## config.mk

```make
export PLATFORM = sky130hd
export DESIGN_NAME = argb8888_over_rgb565_blend_flat
export DESIGN_NICKNAME = d
export VERILOG_FILES = /design/src/design/ab565_pkg.sv /design/src/design/ab565_in_if.sv /design/src/design/ab565_out_if.sv /design/src/design/argb8888_over_rgb565_blend.sv /design/src/design/ab565_scale.sv /design/src/design/ab565_mul.sv /design/src/design/ab565_sat.sv /design/src/flat_wrapper.sv
export SDC_FILE = /design/constraint.sdc
export NUM_CORES = 1
export LEC_CHECK = 0
export ABC_AREA = 1
export BUFFER_PORTS_ARGS = -buffer_cell sky130_fd_sc_hd__buf_2
export CAP_MARGIN = 20
export CORE_ASPECT_RATIO = 0.6
export CORE_MARGIN = 2
export CORE_UTILIZATION = 65
export DETAILED_ROUTE_END_ITERATION = 16
export GPL_ROUTABILITY_DRIVEN = 0
export PLACE_DENSITY = 0.89
export SYNTH_ARGS = -nofsm -noshare
export SYNTH_HDL_FRONTEND = slang
export SYNTH_SLANG_ARGS = --single-unit
```

## constraint.sdc

```tcl
create_clock -name clk_i -period 5.4 [get_ports clk_i]
set_input_delay 0.54 -clock clk_i [delete_from_list [all_inputs] [get_ports clk_i]]
set_output_delay 0.54 -clock clk_i [all_outputs]
set_load 0.05 [all_outputs]
```

## src/design/ab565_pkg.sv

```systemverilog
`timescale 1ns / 1ps
`default_nettype none
// ----------------------------------------------------------------------------
// ab565_pkg: shared types and constants of the ARGB8888-over-RGB565 blender
// Stage payload structs, dither mode codes, register indexes and the bias
// and saturation constants of the blend arithmetic.
// ----------------------------------------------------------------------------
package ab565_pkg;

  typedef enum logic [1:0] {
    DM_CHECKER0 = 2'd0,
    DM_CHECKER1 = 2'd1,
    DM_ROUND    = 2'd2,
    DM_TRUNC    = 2'd3
  } dither_mode_e;

  // Configuration register indexes.
  localparam logic CfgGlobalAlpha = 1'b0;
  localparam logic CfgDitherMode  = 1'b1;

  localparam logic [7:0] AlphaOpaque   = 8'd255;
  localparam logic [7:0] GlobalAlphaRst = 8'd255;
  localparam logic [8:0] BlendOne      = 9'd256;
  localparam logic [7:0] BiasLo        = 8'd64;
  localparam logic [7:0] BiasHi        = 8'd192;
  localparam logic [7:0] BiasMid       = 8'd128;
  localparam logic [2:0] SBiasRbLo     = 3'd2;
  localparam logic [2:0] SBiasRbHi     = 3'd6;
  localparam logic [1:0] SBiasGLo      = 2'd1;
  localparam logic [1:0] SBiasGHi      = 2'd3;
  localparam logic [5:0] Max5          = 6'd31;
  localparam logic [6:0] Max6          = 7'd63;

  // After global alpha scaling, with the biases already chosen.
  typedef struct packed {
    logic [7:0] a;
    logic [7:0] r;
    logic [7:0] g;
    logic [7:0] b;
    logic [4:0] d_r;
    logic [5:0] d_g;
    logic [4:0] d_b;
    logic [7:0] dbias;
    logic [2:0] sbias_rb;
    logic [1:0] sbias_g;
  } scaled_t;

  // Source and destination terms of each channel, ready to be summed.
  typedef struct packed {
    logic [5:0] src_r;
    logic [6:0] src_g;
    logic [5:0] src_b;
    logic [4:0] dst_r;
    logic [5:0] dst_g;
    logic [4:0] dst_b;
  } terms_t;

endpackage
`default_nettype wire

```

## src/design/ab565_in_if.sv

```systemverilog
`timescale 1ns / 1ps
`default_nettype none
// ----------------------------------------------------------------------------
// ab565_in_if: input pixel stream
// Carries one source pixel, one destination pixel and the column parity.
// ----------------------------------------------------------------------------
interface ab565_in_if;
  logic        valid;
  logic        ready;
  logic [31:0] source_pixel;
  logic [15:0] dest_pixel;
  logic        column_odd;

  modport source (output valid, output source_pixel, output dest_pixel,
                  output column_odd, input ready);
  modport sink   (input valid, input source_pixel, input dest_pixel,
                  input column_odd, output ready);
endinterface
`default_nettype wire

```

## src/design/ab565_out_if.sv

```systemverilog
`timescale 1ns / 1ps
`default_nettype none
// ----------------------------------------------------------------------------
// ab565_out_if: output pixel stream
// Carries one composited RGB565 pixel.
// ----------------------------------------------------------------------------
interface ab565_out_if;
  logic        valid;
  logic        ready;
  logic [15:0] blended_pixel;

  modport source (output valid, output blended_pixel, input ready);
  modport sink   (input valid, input blended_pixel, output ready);
endinterface
`default_nettype wire

```

## src/design/argb8888_over_rgb565_blend.sv

```systemverilog
`timescale 1ns / 1ps
`default_nettype none
// ----------------------------------------------------------------------------
// argb8888_over_rgb565_blend: premultiplied source-over blend into RGB565
// Three-stage pipeline: global alpha scaling, destination weighting, then
// channel sum with saturation and the output register.
//
//   Channel   Direction  Beat contents
//   in_ch     sink       source_pixel[31:0], dest_pixel[15:0], column_odd
//   out_ch    source     blended_pixel[15:0]
//   cfg_*     input      write enable, register index, 8-bit data
//
// An accepted beat passes the scale, weight and output registers in turn; one beat
// per cycle is sustained while out_ch is ready, as the three register stages each take a beat a cycle.
// Reset clears the stage valid bits and loads global_alpha 255, dither_mode 2.
// A stall on out_ch holds each full stage; empty stages still fill, and
// in_ch.ready falls only once all three stages hold a beat.
// ----------------------------------------------------------------------------
module argb8888_over_rgb565_blend
  import ab565_pkg::*;
(
  input  wire logic       clk_i,
  input  wire logic       rst_ni,
  input  wire logic       cfg_we_i,
  input  wire logic       cfg_idx_i,
  input  wire logic [7:0] cfg_data_i,
  ab565_in_if.sink        in_ch,
  ab565_out_if.source     out_ch
);

  logic [7:0]   global_alpha_q;
  dither_mode_e dither_mode_q;

  logic    s1_valid, s1_ready, s2_valid, s2_ready;
  scaled_t s1_data;
  terms_t  s2_data;

  // The user must write the registers only while the pipeline is empty; the block does not enforce it.
  always_ff @(posedge clk_i or negedge rst_ni) begin
    if (!rst_ni) begin
      global_alpha_q <= GlobalAlphaRst;
      dither_mode_q  <= DM_ROUND;
    end else if (cfg_we_i) begin
      unique case (cfg_idx_i)
        CfgGlobalAlpha: global_alpha_q <= cfg_data_i;
        CfgDitherMode:  dither_mode_q  <= dither_mode_e'(cfg_data_i[1:0]);
        default: ;
      endcase
    end
  end

  ab565_scale u_scale (
    .clk_i          (clk_i),
    .rst_ni         (rst_ni),
    .global_alpha_i (global_alpha_q),
    .dither_mode_i  (dither_mode_q),
    .valid_i        (in_ch.valid),
    .ready_o        (in_ch.ready),
    .source_pixel_i (in_ch.source_pixel),
    .dest_pixel_i   (in_ch.dest_pixel),
    .column_odd_i   (in_ch.column_odd),
    .valid_o        (s1_valid),
    .ready_i        (s1_ready),
    .data_o         (s1_data)
  );

  ab565_mul u_mul (
    .clk_i   (clk_i),
    .rst_ni  (rst_ni),
    .valid_i (s1_valid),
    .ready_o (s1_ready),
    .data_i  (s1_data),
    .valid_o (s2_valid),
    .ready_i (s2_ready),
    .data_o  (s2_data)
  );

  ab565_sat u_sat (
    .clk_i   (clk_i),
    .rst_ni  (rst_ni),
    .valid_i (s2_valid),
    .ready_o (s2_ready),
    .data_i  (s2_data),
    .valid_o (out_ch.valid),
    .ready_i (out_ch.ready),
    .pixel_o (out_ch.blended_pixel)
  );

  // A taken output frees room all the way back to the input.
  a_ready_chain: assert property (@(posedge clk_i) disable iff (!rst_ni)
    out_ch.ready |-> in_ch.ready)
    else $error("input stalled while output was taken");

  // The input only stalls when every stage is full.
  a_full_on_stall: assert property (@(posedge clk_i) disable iff (!rst_ni)
    !in_ch.ready |-> (out_ch.valid && s2_valid && s1_valid))
    else $error("input stalled with an empty stage");

  // An output beat can only appear from a beat held in the middle stage.
  a_out_from_mid: assert property (@(posedge clk_i) disable iff (!rst_ni)
    $rose(out_ch.valid) |-> $past(s2_valid))
    else $error("output valid rose without a middle stage beat");

  // The middle stage only fills from a beat held in the first stage.
  a_mid_from_first: assert property (@(posedge clk_i) disable iff (!rst_ni)
    $rose(s2_valid) |-> $past(s1_valid))
    else $error("middle stage filled without a first stage beat");

endmodule
`default_nettype wire

```

## src/design/ab565_scale.sv

```systemverilog
`timescale 1ns / 1ps
`default_nettype none
// ----------------------------------------------------------------------------
// ab565_scale: first stage, global alpha scaling and bias selection
// Scales the four source channels by the global alpha, passing them unchanged
// at 255, and picks the dither biases, by column in the checkerboard modes.
// ----------------------------------------------------------------------------
module ab565_scale
  import ab565_pkg::*;
(
  input  wire logic         clk_i,
  input  wire logic         rst_ni,
  input  wire logic [7:0]   global_alpha_i,
  input  wire dither_mode_e dither_mode_i,
  input  wire logic         valid_i,
  output logic              ready_o,
  input  wire logic [31:0]  source_pixel_i,
  input  wire logic [15:0]  dest_pixel_i,
  input  wire logic         column_odd_i,
  output logic              valid_o,
  input  wire logic         ready_i,
  output scaled_t           data_o
);

  logic    valid_q;
  scaled_t data_d, data_q;
  logic [15:0] prod_a, prod_r, prod_g, prod_b;
  logic        lane;

  assign prod_a = 16'(source_pixel_i[31:24]) * 16'(global_alpha_i);
  assign prod_r = 16'(source_pixel_i[23:16]) * 16'(global_alpha_i);
  assign prod_g = 16'(source_pixel_i[15:8])  * 16'(global_alpha_i);
  assign prod_b = 16'(source_pixel_i[7:0])   * 16'(global_alpha_i);

  // Phase 1 inverts the checkerboard, so the lane is mode bit 0 xor parity.
  assign lane = dither_mode_i[0] ^ column_odd_i;

  always_comb begin
    if (global_alpha_i < AlphaOpaque) begin
      data_d.a = prod_a[15:8];
      data_d.r = prod_r[15:8];
      data_d.g = prod_g[15:8];
      data_d.b = prod_b[15:8];
    end else begin
      data_d.a = source_pixel_i[31:24];
      data_d.r = source_pixel_i[23:16];
      data_d.g = source_pixel_i[15:8];
      data_d.b = source_pixel_i[7:0];
    end
    data_d.d_r = dest_pixel_i[15:11];
    data_d.d_g = dest_pixel_i[10:5];
    data_d.d_b = dest_pixel_i[4:0];
    unique case (dither_mode_i)
      DM_CHECKER0, DM_CHECKER1: begin
        data_d.dbias    = lane ? BiasHi : BiasLo;
        data_d.sbias_rb = lane ? SBiasRbHi : SBiasRbLo;
        data_d.sbias_g  = lane ? SBiasGHi : SBiasGLo;
      end
      DM_ROUND: begin
        data_d.dbias    = BiasMid;
        data_d.sbias_rb = '0;
        data_d.sbias_g  = '0;
      end
      default: begin
        data_d.dbias    = '0;
        data_d.sbias_rb = '0;
        data_d.sbias_g  = '0;
      end
    endcase
  end

  assign ready_o = !valid_q || ready_i;

  always_ff @(posedge clk_i or negedge rst_ni) begin
    if (!rst_ni) begin
      valid_q <= 1'b0;
    end else if (ready_o) begin
      valid_q <= valid_i;
    end
  end

  always_ff @(posedge clk_i) begin
    if (ready_o && valid_i) begin
      data_q <= data_d;
    end
  end

  assign valid_o = valid_q;
  assign data_o  = data_q;

endmodule
`default_nettype wire

```

## src/design/ab565_mul.sv

```systemverilog
`timescale 1ns / 1ps
`default_nettype none
// ----------------------------------------------------------------------------
// ab565_mul: second stage, destination weighting and source reduction
// Multiplies each destination channel by 256 minus alpha, adds the bias and
// drops eight bits; biases and shifts the source channels down to 6/7 bits.
// ----------------------------------------------------------------------------
module ab565_mul
  import ab565_pkg::*;
(
  input  wire logic    clk_i,
  input  wire logic    rst_ni,
  input  wire logic    valid_i,
  output logic         ready_o,
  input  wire scaled_t data_i,
  output logic         valid_o,
  input  wire logic    ready_i,
  output terms_t       data_o
);

  logic        valid_q;
  terms_t      data_d, data_q;
  logic [8:0]  inv;
  logic [13:0] wr, wg, wb;
  logic [8:0]  sr, sg, sb;

  assign inv = BlendOne - {1'b0, data_i.a};

  assign wr = 14'(data_i.d_r) * 14'(inv) + 14'(data_i.dbias);
  assign wg = 14'(data_i.d_g) * 14'(inv) + 14'(data_i.dbias);
  assign wb = 14'(data_i.d_b) * 14'(inv) + 14'(data_i.dbias);

  assign sr = {1'b0, data_i.r} + 9'(data_i.sbias_rb);
  assign sg = {1'b0, data_i.g} + 9'(data_i.sbias_g);
  assign sb = {1'b0, data_i.b} + 9'(data_i.sbias_rb);

  // The weighted 5-bit channels stay below 8192, so bit 13 is always clear.
  always_comb begin
    data_d.dst_r = wr[12:8];
    data_d.dst_g = wg[13:8];
    data_d.dst_b = wb[12:8];
    data_d.src_r = sr[8:3];
    data_d.src_g = sg[8:2];
    data_d.src_b = sb[8:3];
  end

  assign ready_o = !valid_q || ready_i;

  always_ff @(posedge clk_i or negedge rst_ni) begin
    if (!rst_ni) begin
      valid_q <= 1'b0;
    end else if (ready_o) begin
      valid_q <= valid_i;
    end
  end

  always_ff @(posedge clk_i) begin
    if (ready_o && valid_i) begin
      data_q <= data_d;
    end
  end

  assign valid_o = valid_q;
  assign data_o  = data_q;

endmodule
`default_nettype wire

```

## src/design/ab565_sat.sv

```systemverilog
`timescale 1ns / 1ps
`default_nettype none
// ----------------------------------------------------------------------------
// ab565_sat: third stage, channel sum and saturation
// Adds source and destination terms, clamps each channel and packs RGB565
// into the output register.
// ----------------------------------------------------------------------------
module ab565_sat
  import ab565_pkg::*;
(
  input  wire logic   clk_i,
  input  wire logic   rst_ni,
  input  wire logic   valid_i,
  output logic        ready_o,
  input  wire terms_t data_i,
  output logic        valid_o,
  input  wire logic   ready_i,
  output logic [15:0] pixel_o
);

  logic        valid_q;
  logic [15:0] pixel_d, pixel_q;
  logic [5:0]  sum_r, sum_b;
  logic [6:0]  sum_g;
  logic [4:0]  out_r, out_b;
  logic [5:0]  out_g;

  assign sum_r = data_i.src_r + 6'(data_i.dst_r);
  assign sum_g = data_i.src_g + 7'(data_i.dst_g);
  assign sum_b = data_i.src_b + 6'(data_i.dst_b);

  assign out_r = (sum_r > Max5) ? Max5[4:0] : sum_r[4:0];
  assign out_g = (sum_g > Max6) ? Max6[5:0] : sum_g[5:0];
  assign out_b = (sum_b > Max5) ? Max5[4:0] : sum_b[4:0];

  assign pixel_d = {out_r, out_g, out_b};

  assign ready_o = !valid_q || ready_i;

  always_ff @(posedge clk_i or negedge rst_ni) begin
    if (!rst_ni) begin
      valid_q <= 1'b0;
    end else if (ready_o) begin
      valid_q <= valid_i;
    end
  end

  always_ff @(posedge clk_i) begin
    if (ready_o && valid_i) begin
      pixel_q <= pixel_d;
    end
  end

  assign valid_o = valid_q;
  assign pixel_o = pixel_q;

endmodule
`default_nettype wire

```

## src/flat_wrapper.sv

```systemverilog
// flat-port wrapper written by rule: the top's interface ports become plain ports
module argb8888_over_rgb565_blend_flat import ab565_pkg::*;
  (clk_i, rst_ni, cfg_we_i, cfg_idx_i, cfg_data_i, in_ch_valid, in_ch_source_pixel, in_ch_dest_pixel, in_ch_column_odd, in_ch_ready, out_ch_valid, out_ch_blended_pixel, out_ch_ready);
  ab565_in_if in_ch_i ();
  ab565_out_if out_ch_i ();
  input  wire logic clk_i;
  input  wire logic rst_ni;
  input  wire logic cfg_we_i;
  input  wire logic cfg_idx_i;
  input  wire logic [7:0] cfg_data_i;
  input wire logic [$bits(in_ch_i.valid)-1:0] in_ch_valid;
  input wire logic [$bits(in_ch_i.source_pixel)-1:0] in_ch_source_pixel;
  input wire logic [$bits(in_ch_i.dest_pixel)-1:0] in_ch_dest_pixel;
  input wire logic [$bits(in_ch_i.column_odd)-1:0] in_ch_column_odd;
  output wire logic [$bits(in_ch_i.ready)-1:0] in_ch_ready;
  output wire logic [$bits(out_ch_i.valid)-1:0] out_ch_valid;
  output wire logic [$bits(out_ch_i.blended_pixel)-1:0] out_ch_blended_pixel;
  input wire logic [$bits(out_ch_i.ready)-1:0] out_ch_ready;
  assign in_ch_i.valid = in_ch_valid;
  assign in_ch_i.source_pixel = in_ch_source_pixel;
  assign in_ch_i.dest_pixel = in_ch_dest_pixel;
  assign in_ch_i.column_odd = in_ch_column_odd;
  assign in_ch_ready = in_ch_i.ready;
  assign out_ch_valid = out_ch_i.valid;
  assign out_ch_blended_pixel = out_ch_i.blended_pixel;
  assign out_ch_i.ready = out_ch_ready;
  argb8888_over_rgb565_blend u_core (.clk_i(clk_i), .rst_ni(rst_ni), .cfg_we_i(cfg_we_i), .cfg_idx_i(cfg_idx_i), .cfg_data_i(cfg_data_i), .in_ch(in_ch_i), .out_ch(out_ch_i));
endmodule
```

### Yosys cells after proc, flatten, opt, wreduce, memory -nomap -nowiden

Cells that the tools add are included.
W data, S select, Z words.

* add/sub/neg operators: 10
* multipliers: 7
* divide/modulo/power cells: 0
* $lt $le $gt $ge: 4
* eq/ne operators: 2
* shifts and indexed selects: 0
* muxes and demuxes: 5
* bitwise logic cells: 2
* reductions and logical operators: 13

Operators by type and width (number)
* $mul A8 B8 Y16: 4
* $mux W32: 1
* $add A13 B8 Y13: 2
* $mul A5 B9 Y13: 2
* $pmux W13 S2: 1
* $add A8 B3 Y9: 2
* $add A14 B8 Y14: 1
* $mul A6 B9 Y14: 1
* $add A6 B5 Y6: 2
* $gt A6 B5 Y1 const B: 2
* $add A8 B2 Y9: 1
* $sub A9 B8 Y9 const A: 1
* $lt A8 B8 Y1 const B: 1
* $mux W8: 1
* $add A7 B6 Y7: 1
* $gt A7 B6 Y1 const B: 1
* $reduce_and A2 Y1: 2
* $logic_and A1 B1 Y1: 3
* $logic_not A1 Y1: 3
* $logic_or A1 B1 Y1: 3
* $mux W3: 1
* $eq A2 B1 Y1 const B: 1
* $eq A2 B2 Y1 const B: 1
* $logic_not A2 Y1: 1
* other kinds (4): 4

* register bits after elaboration: 125
* latch bits: 0
* bits in writable memories: 0
* ROM bits: 0
* bits of input ports: 63
* memories: 0

### Logic depth before layout (Yosys ltp)

Gate-level depths: netlist of run 1.

* word-level depth: 5
* mapped depth: 26
* mapped depth without buffers: 26

### Cells and area by module

From an unflattened synthesis of run 1, not the netlist that was laid out.

* cell total of the unflattened synthesis: 2631
* area, all modules: 19449.9 um2

By module, submodules not included
* ab565_scale: times used 1, cells an instance 1519, area an instance 10935.5 um2, sequential area each 1556.5 um2
* ab565_mul: times used 1, cells an instance 922, area an instance 6801.5 um2, sequential area each 1076.0 um2
* ab565_sat: times used 1, cells an instance 146, area an instance 1296.2 um2, sequential area each 505.5 um2
* argb8888_over_rgb565_blend: times used 1, cells an instance 44, area an instance 416.6 um2, sequential area each 261.5 um2

### Worst setup path before layout of run 1

OpenSTA, ideal clock, no wires.

* path type: register to register
* start: register u_core.u_scale.data_q (netlist bit u_core.u_scale.data_o[53])
* end: register u_core.u_mul.data_q (netlist bit u_core.u_mul.data_o[10]), data pin
* arrival time: 4.336 ns
* required time: 5.148 ns
* slack: 0.812 ns
* cell stages (with the launch flop): 27
* clock period less this slack: 4.588 ns
* path through: edfxtp_1 > inv_2 > ha_1 > nand3_1 > nor3_1 > inv_1 > nand2_1 > inv_1 > nor2_4 > inv_2 > nor2_1 > fa_1 > fa_1 > fa_1 > inv_1 > fa_1 > inv_1 > ha_1 > nand2_1 > inv_1 > nand3_1 > nor2_1 > nand4_1 > nand4_1 > inv_1 > nand2_1 > nand2_1

* word-level cells in the longest chain between the ends: 3

Ends and longest elaborated chain
* start, declared: RTL line ab565_scale.sv:26 `scaled_t data_d, data_q;`
* start signal, assigned: RTL line ab565_scale.sv:84 `data_q <= data_d;`
* $sub A9 B8 Y9: RTL line ab565_mul.sv:27 `assign inv = BlendOne - {1'b0, data_i.a};`
* $mul A6 B9 Y14: RTL line ab565_mul.sv:30 `assign wg = 14'(data_i.d_g) * 14'(inv) + 14'(data_i.dbias);`
* $add A14 B8 Y14: RTL line ab565_mul.sv:30
* net u_core.u_mul.wg[13]: RTL line ab565_mul.sv:24 `logic [13:0] wr, wg, wb;`
* end signal, assigned: RTL line ab565_mul.sv:59 `data_q <= data_d;`
* end, declared: RTL line ab565_mul.sv:22 `terms_t data_d, data_q;`

The timed path passes the listed nets, and every way through them passes these cells.
A chain may end at the register's enable or synchronous reset.

### Worst setup path in the final report of run 1

Same ends and word-level chain as after synthesis.

==> impl_metrics.yaml, run 1 <==
run_status:
  outcome: "completed"
logic_synthesis:
  syn-mean-instance-area_sq_um: 7.61
  synth_compound_area_frac: 0.0429
  ys_top_cells_by_area: "fa_1, edfxtp_1, ha_1"
  synth_area_sq_um: 18100
  yosys.area_share.simple: 0.210
  synth_mux_area_frac: 0.00372
  synthArstFlopShare: 0.115
  syn-num-nets: 2882
  ys.flop_type: "edfxtp_1"
  netlist_instances: 2384
  synth_cell_types: 42
  synthXorXnorAreaFrac: 0.0208
  synth_top_family_by_area: "adder cells"
  synthAdderAreaFrac: 0.389
  ys_warn_count: 0
  synth_top_cell_area_share: 0.238
  synth_largest_area_cell: "fa_1"
  synth_seq_area_share: 0.184
  ys_ff_latch: 113
  synth_edf_count: 100
clock_network:
  cts_setup_buffers: 0
  cts_buffer_depth: 2
  htree_levels: 4
  cts.sink_count: 113
  tritoncts: "yes"
  cts_buffers: 17
  post_cts_resize_count: 0
  clock_latency_ps: 440
  cts.root.buffer_cell: "clkbuf_16"
  path_clk_slew_ps: 60
  cts_hold_buf: 0
global_route:
  grt.overflow.total: 0
  antenna_found_initial: 1
  grt_pass1_vias: 16500
  gr-usage-all-layers: 0.340
  grt_pass1_wl_mm: 78.4
  grt_start_max_net_pins: 36
floorplanning:
  initial_core_util: 0.659
  dieHeight_um: 133
  rows: 47
  io_pins: 81
  core_region_area_sq_um: 27500
  die_width_um: 220
  fp.dieArea_sq_um: 29300
route:
  drtPass1Iterations: 8
  drtIter0Drc: 1808
  viasPerCell: 5.64
  routed_wl_mm: 47.3
  via_count: 15800
  final_antenna_net_count: 0
  route.detailed.drc: 0
  wl_per_cell_um: 16.9
worst_setup_path:
  crit_arrival_ps: 5370
  critPathKind: "reg -> reg"
  endpoint_kind: "flip-flop"
  critPathMaxFanout: 9
  critical_path_required_ps: 5600
  start_kind: "flip-flop"
timing:
  finalCriticalPeriod_ps: 5170
  min_period_over_period: 0.957
  setup_ws_ps: 235
  skew_ps: 12.4
  whs_ps: 19.1
  fmax_ghz: 0.194
  slew_violations: 0
  relSlewSlack: 0.470
  hold_viol: 0
  tightest_slew_ps: 794
  setup_viol: 0
finish:
  final.fill_count: 1917
  layout_commonest_cell: "inv_1"
  syn_to_final_growth_pct: 7.44
  drive_above_1_share: 0.0660
  final_cell_mix: "inv_1, nand2_1, ha_1, fa_1, nor2_1"
  final_area_sq_um: 19500
  fin_nets: 2924
placement:
  place_area_sq_um: 18900
  dp_slack_ps: 361
  port_buffers: 80
  hpwlAfterDp_mm: 36.2
min_path:
  holdCritPathClass: "in -> async"
run:
  drv_cap: 0
==> worst max-delay path, cell delays in order, from the launching register on <==
cell and delay [ps]:
edfxtp_1 420, inv_2 90, ha_1 190, nand3_1 170, nor3_1 160, inv_1 80
nand2_1 60, inv_1 60, nor2_4 220, inv_2 160, nor2_1 160, fa_1 460
fa_1 500, fa_1 510, inv_1 60, fa_1 470, inv_1 40, ha_1 330
nand2_1 100, inv_1 100, nand3_1 70, nor2_1 110, nand4_1 110, nand4_1 130
inv_1 50, nand2_1 50, nand2_1 40
==> stage by stage <==
step / TNS (ps) / util / instances
after floorplan: 0 / - / 2384
after global placement: 0 / 0.684 / 2772
after detailed placement: 0 / 0.685 / 2774
after CTS: 0 / 0.708 / 2806
after global routing: -18.6 / 0.708 / 2807
final: 0 / 0.708 / 2807
==> state kept, by name (all words and copies together), names as in the netlist <==
register / count
u_core.u_sat.valid_o: 1
u_core.dither_mode_q: 2
u_core.u_mul.valid_o: 1
u_core.global_alpha_q: 8
u_core.u_scale.valid_o: 1
u_core.u_scale.data_o: 49
u_core.u_sat.pixel_o: 16
u_core.u_mul.data_o: 35
==> final cells by class <==
type | count | area (sq um) | share of cell area
Timing Repair Buffer | 96 | 541 | 0.0277
Clock inverter | 15 | 215 | 0.0110
Clock buffer | 17 | 425 | 0.0218
Antenna cell | 1 | 2.50 | 0.000128
Sequential cell | 113 | 3340 | 0.171
Tap cell | 367 | 459 | 0.0236
Inverter | 643 | 2420 | 0.124
Multi-Input combinational cell | 1555 | 12100 | 0.621
==> final timing paths <==
kind	startpoint	to	slack (ps)	cells after the start
setup / recovery	u_core.u_scale.data_o[53]	u_core.u_mul.data_o[10]	230	26
hold / removal	rst_ni	u_core.u_sat.valid_o	20	1
setup reg to reg	u_core.u_scale.data_o[53]	u_core.u_mul.data_o[10]	230	26
hold reg to reg	u_core.u_mul.valid_o	u_core.u_sat.valid_o	480	2
max in group asynchronous	rst_ni	u_core.global_alpha_q[3]	5070	1
min in group clk_i	in_ch_dest_pixel[3]	u_core.u_scale.data_o[16]	270	1
==> Yosys cell counts, types with 2 or more instances <==
| cell type | n |
|---|---|
| nand3b_1 | 20 |
| o21ai_1 | 4 |
| buf_4 | 2 |
| inv_2 | 3 |
| a21oi_1 | 78 |
| edfxtp_1 | 100 |
| and3_1 | 3 |
| ha_1 | 219 |
| nor4_1 | 5 |
| inv_1 | 639 |
| a21boi_0 | 3 |
| nor2_2 | 2 |
| o21ai_0 | 37 |
| nand3_1 | 90 |
| nor3_1 | 6 |
| nand4_1 | 20 |
| nor2_4 | 2 |
| clkbuf_1 | 57 |
| a21o_1 | 2 |
| xor2_1 | 24 |
| a21boi_2 | 3 |
| mux2_2 | 6 |
| o21a_1 | 6 |
| xnor2_1 | 16 |
| or2_2 | 4 |
| fa_1 | 216 |
| dfrtp_1 | 4 |
| nand2_1 | 615 |
| dfstp_2 | 9 |
| nor2_1 | 160 |
| buf_2 | 14 |
| o21bai_1 | 5 |
==> logic make-up (layout without fill, tap and decap cells) <==
| logic type | after synthesis | after routing |
|---|---|---|
| AND/OR/NAND/NOR | 931 | 931 |
| buffers and inverters | 716 | 771 |
| AO/OA/AOI/OAI | 142 | 142 |
| flip-flops | 113 | 113 |
| multiplexers | 6 | 6 |
| adder cells (fa/ha/maj) | 435 | 435 |
| other | 0 | 1 |
| XOR/XNOR | 41 | 41 |
==> layer usage <==
| metal | track usage | vias up | part of all wire |
|---|---|---|---|
| met5 | 0 | - | 0 |
| met4 | 0.158 | 0 | 0.049 |
| met3 | 0.0886 | 229 | 0.13 |
| met2 | 0.543 | 1069 | 0.45 |
| met1 | 0.435 | 7329 | 0.38 |
| li1 | - | 7209 | - |
Power of run 1 is left out: the tool's default activity adds up to more than one toggle a clock period on the data nets, which glitch-free logic cannot reach.
==> run 2, diff against run 1 <==
Settings changed: BUFFER_PORTS_ARGS -buffer_cell sky130_fd_sc_hd__buf_2 to not set, CORE_UTILIZATION 65 to 67, DONT_BUFFER_PORTS set to 1, MAX_ROUTING_LAYER set to met4, PLACE_DENSITY 0.89 to 0.88.
==> impl_metrics.yaml, run 2 (same netlist as run 1, synthesis figures left out) <==
run_status:
  outcome: "completed"
clock_network:
  htree_levels: 4
  cts_buffer_depth: 2
  tritoncts: "yes"
  cts.root.buffer_cell: "clkbuf_16"
  post_cts_resize_count: 0
  cts.sink_count: 113
  cts_buffers: 17
  clock_latency_ps: 440
  path_clk_slew_ps: 70
timing:
  fin_tns_setup_ps: 0
  skew_ps: 12.2
  setup_ws_ps: 277
  finalCriticalPeriod_ps: 5120
  tightest_slew_ps: 809
  min_period_over_period: 0.949
  hold_viol: 0
  slew_violations: 0
  fmax_ghz: 0.195
  relSlewSlack: 0.460
  setup_viol: 0
finish:
  final_area_sq_um: 19000
  syn_to_final_growth_pct: 4.90
  fin_nets: 2846
  final_util: 0.717
  diodes: 0
  drive_above_1_share: 0.0356
  final_cell_mix: "inv_1, nand2_1, ha_1, fa_1, nor2_1"
  final.fill_count: 1830
  layout_commonest_cell: "inv_1"
  largest_reg_flops: 49
floorplanning:
  io_pins: 81
  die_width_um: 216
  core_region_area_sq_um: 26500
  dieHeight_um: 131
  rows: 46
  fp.dieArea_sq_um: 28500
  initial_core_util: 0.684
placement:
  port_buffers: 0
  dp_slack_ps: 296
  hpwlAfterDp_mm: 35.1
  place_area_sq_um: 18400
route:
  routed_wl_mm: 45.5
  wl_per_cell_um: 16.7
  drtIter0Drc: 1859
  viasPerCell: 5.62
  drtPass1Iterations: 8
  final_antenna_net_count: 0
  route.detailed.drc: 0
  via_count: 15300
worst_setup_path:
  critPathKind: "reg -> reg"
  crit_arrival_ps: 5320
  endpoint_kind: "flip-flop"
  cp_slowest_stage_delay_ps: 510
  critPathMaxFanout: 8
  critPathMostFrequentCell: "inv_1"
  start_kind: "flip-flop"
  crit_slowest_cell: "fa_1"
  critical_path_required_ps: 5600
min_path:
  holdCritPathClass: "in -> reg"
global_route:
  antenna_found_initial: 0
  grt.overflow.total: 0
  grt_pass1_wl_mm: 76.1
  grt_start_max_net_pins: 50
  grt_pass1_vias: 15700
  gr-usage-all-layers: 0.345
run:
  drv_cap: 0
==> run 2: final timing paths <==
kind                                            from                         to  slack (ps)  cells past startpoint
hold reg to reg               u_core.u_scale.valid_o       u_core.u_mul.valid_o         500                      2
setup / recovery           u_core.u_scale.data_o[53]    u_core.u_mul.data_o[10]         280                     26
min in group asynchronous                     rst_ni    u_core.dither_mode_q[0]         620                      1
hold / removal                   in_ch_dest_pixel[3]  u_core.u_scale.data_o[16]         190                      0
max in group asynchronous                     rst_ni       u_core.u_sat.valid_o        4290                      1
setup reg to reg           u_core.u_scale.data_o[53]    u_core.u_mul.data_o[10]         280                     26
==> run 2: metrics by stage <==
| step | instances | hold WS, ps |
|---|---|---|
| 3_5_place_dp | 2685 | 245 |
| 4_1_cts | 2718 | 188 |
| 2_1_floorplan | 2384 | 244 |
| 5_1_grt | 2721 | 185 |
| 6_report | 2721 | 194 |
| 3_3_place_gp | 2684 | 245 |
==> run 2: cell type report <==
| type | count | area [sq um] | share of cell area |
|---|---|---|---|
| multi-input cells | 1555 | 12100 | 0.635 |
| flip-flops and latches | 113 | 3340 | 0.175 |
| inverters | 643 | 2420 | 0.127 |
| well taps | 360 | 450 | 0.0237 |
| clock buffers | 17 | 425 | 0.0223 |
| repair buffers | 18 | 170 | 0.00894 |
| clock inverters | 15 | 138 | 0.00723 |
==> run 2: worst max-delay path, delay by kind of cell, from the launching register on <==
kind | cells | cell delay (ps)
flops | 1 | 410
fa+ha+maj | 6 | 2440
simple gates | 12 | 1420
buf+inv | 8 | 610
==> run 2: what timing repair did <==
| item | CTS | global route |
|---|---|---|
| setup buffers | 0 | 2 |
| endpoints found under the hold margin | 13 | 0 |
| hold buffers | 1 | 0 |
| setup endpoints to repair | 0 | 1 |
==> run 2: per-layer routing <==
layer,vias to the layer above,global-route usage,wire [um]
met5,-,-,0
met4,0,0.127,1690
met3,180,0.0833,5790
met2,997,0.516,19700
met1,7056,0.458,18300
li1,7048,-,-
Power of run 2 is left out for the same reason.
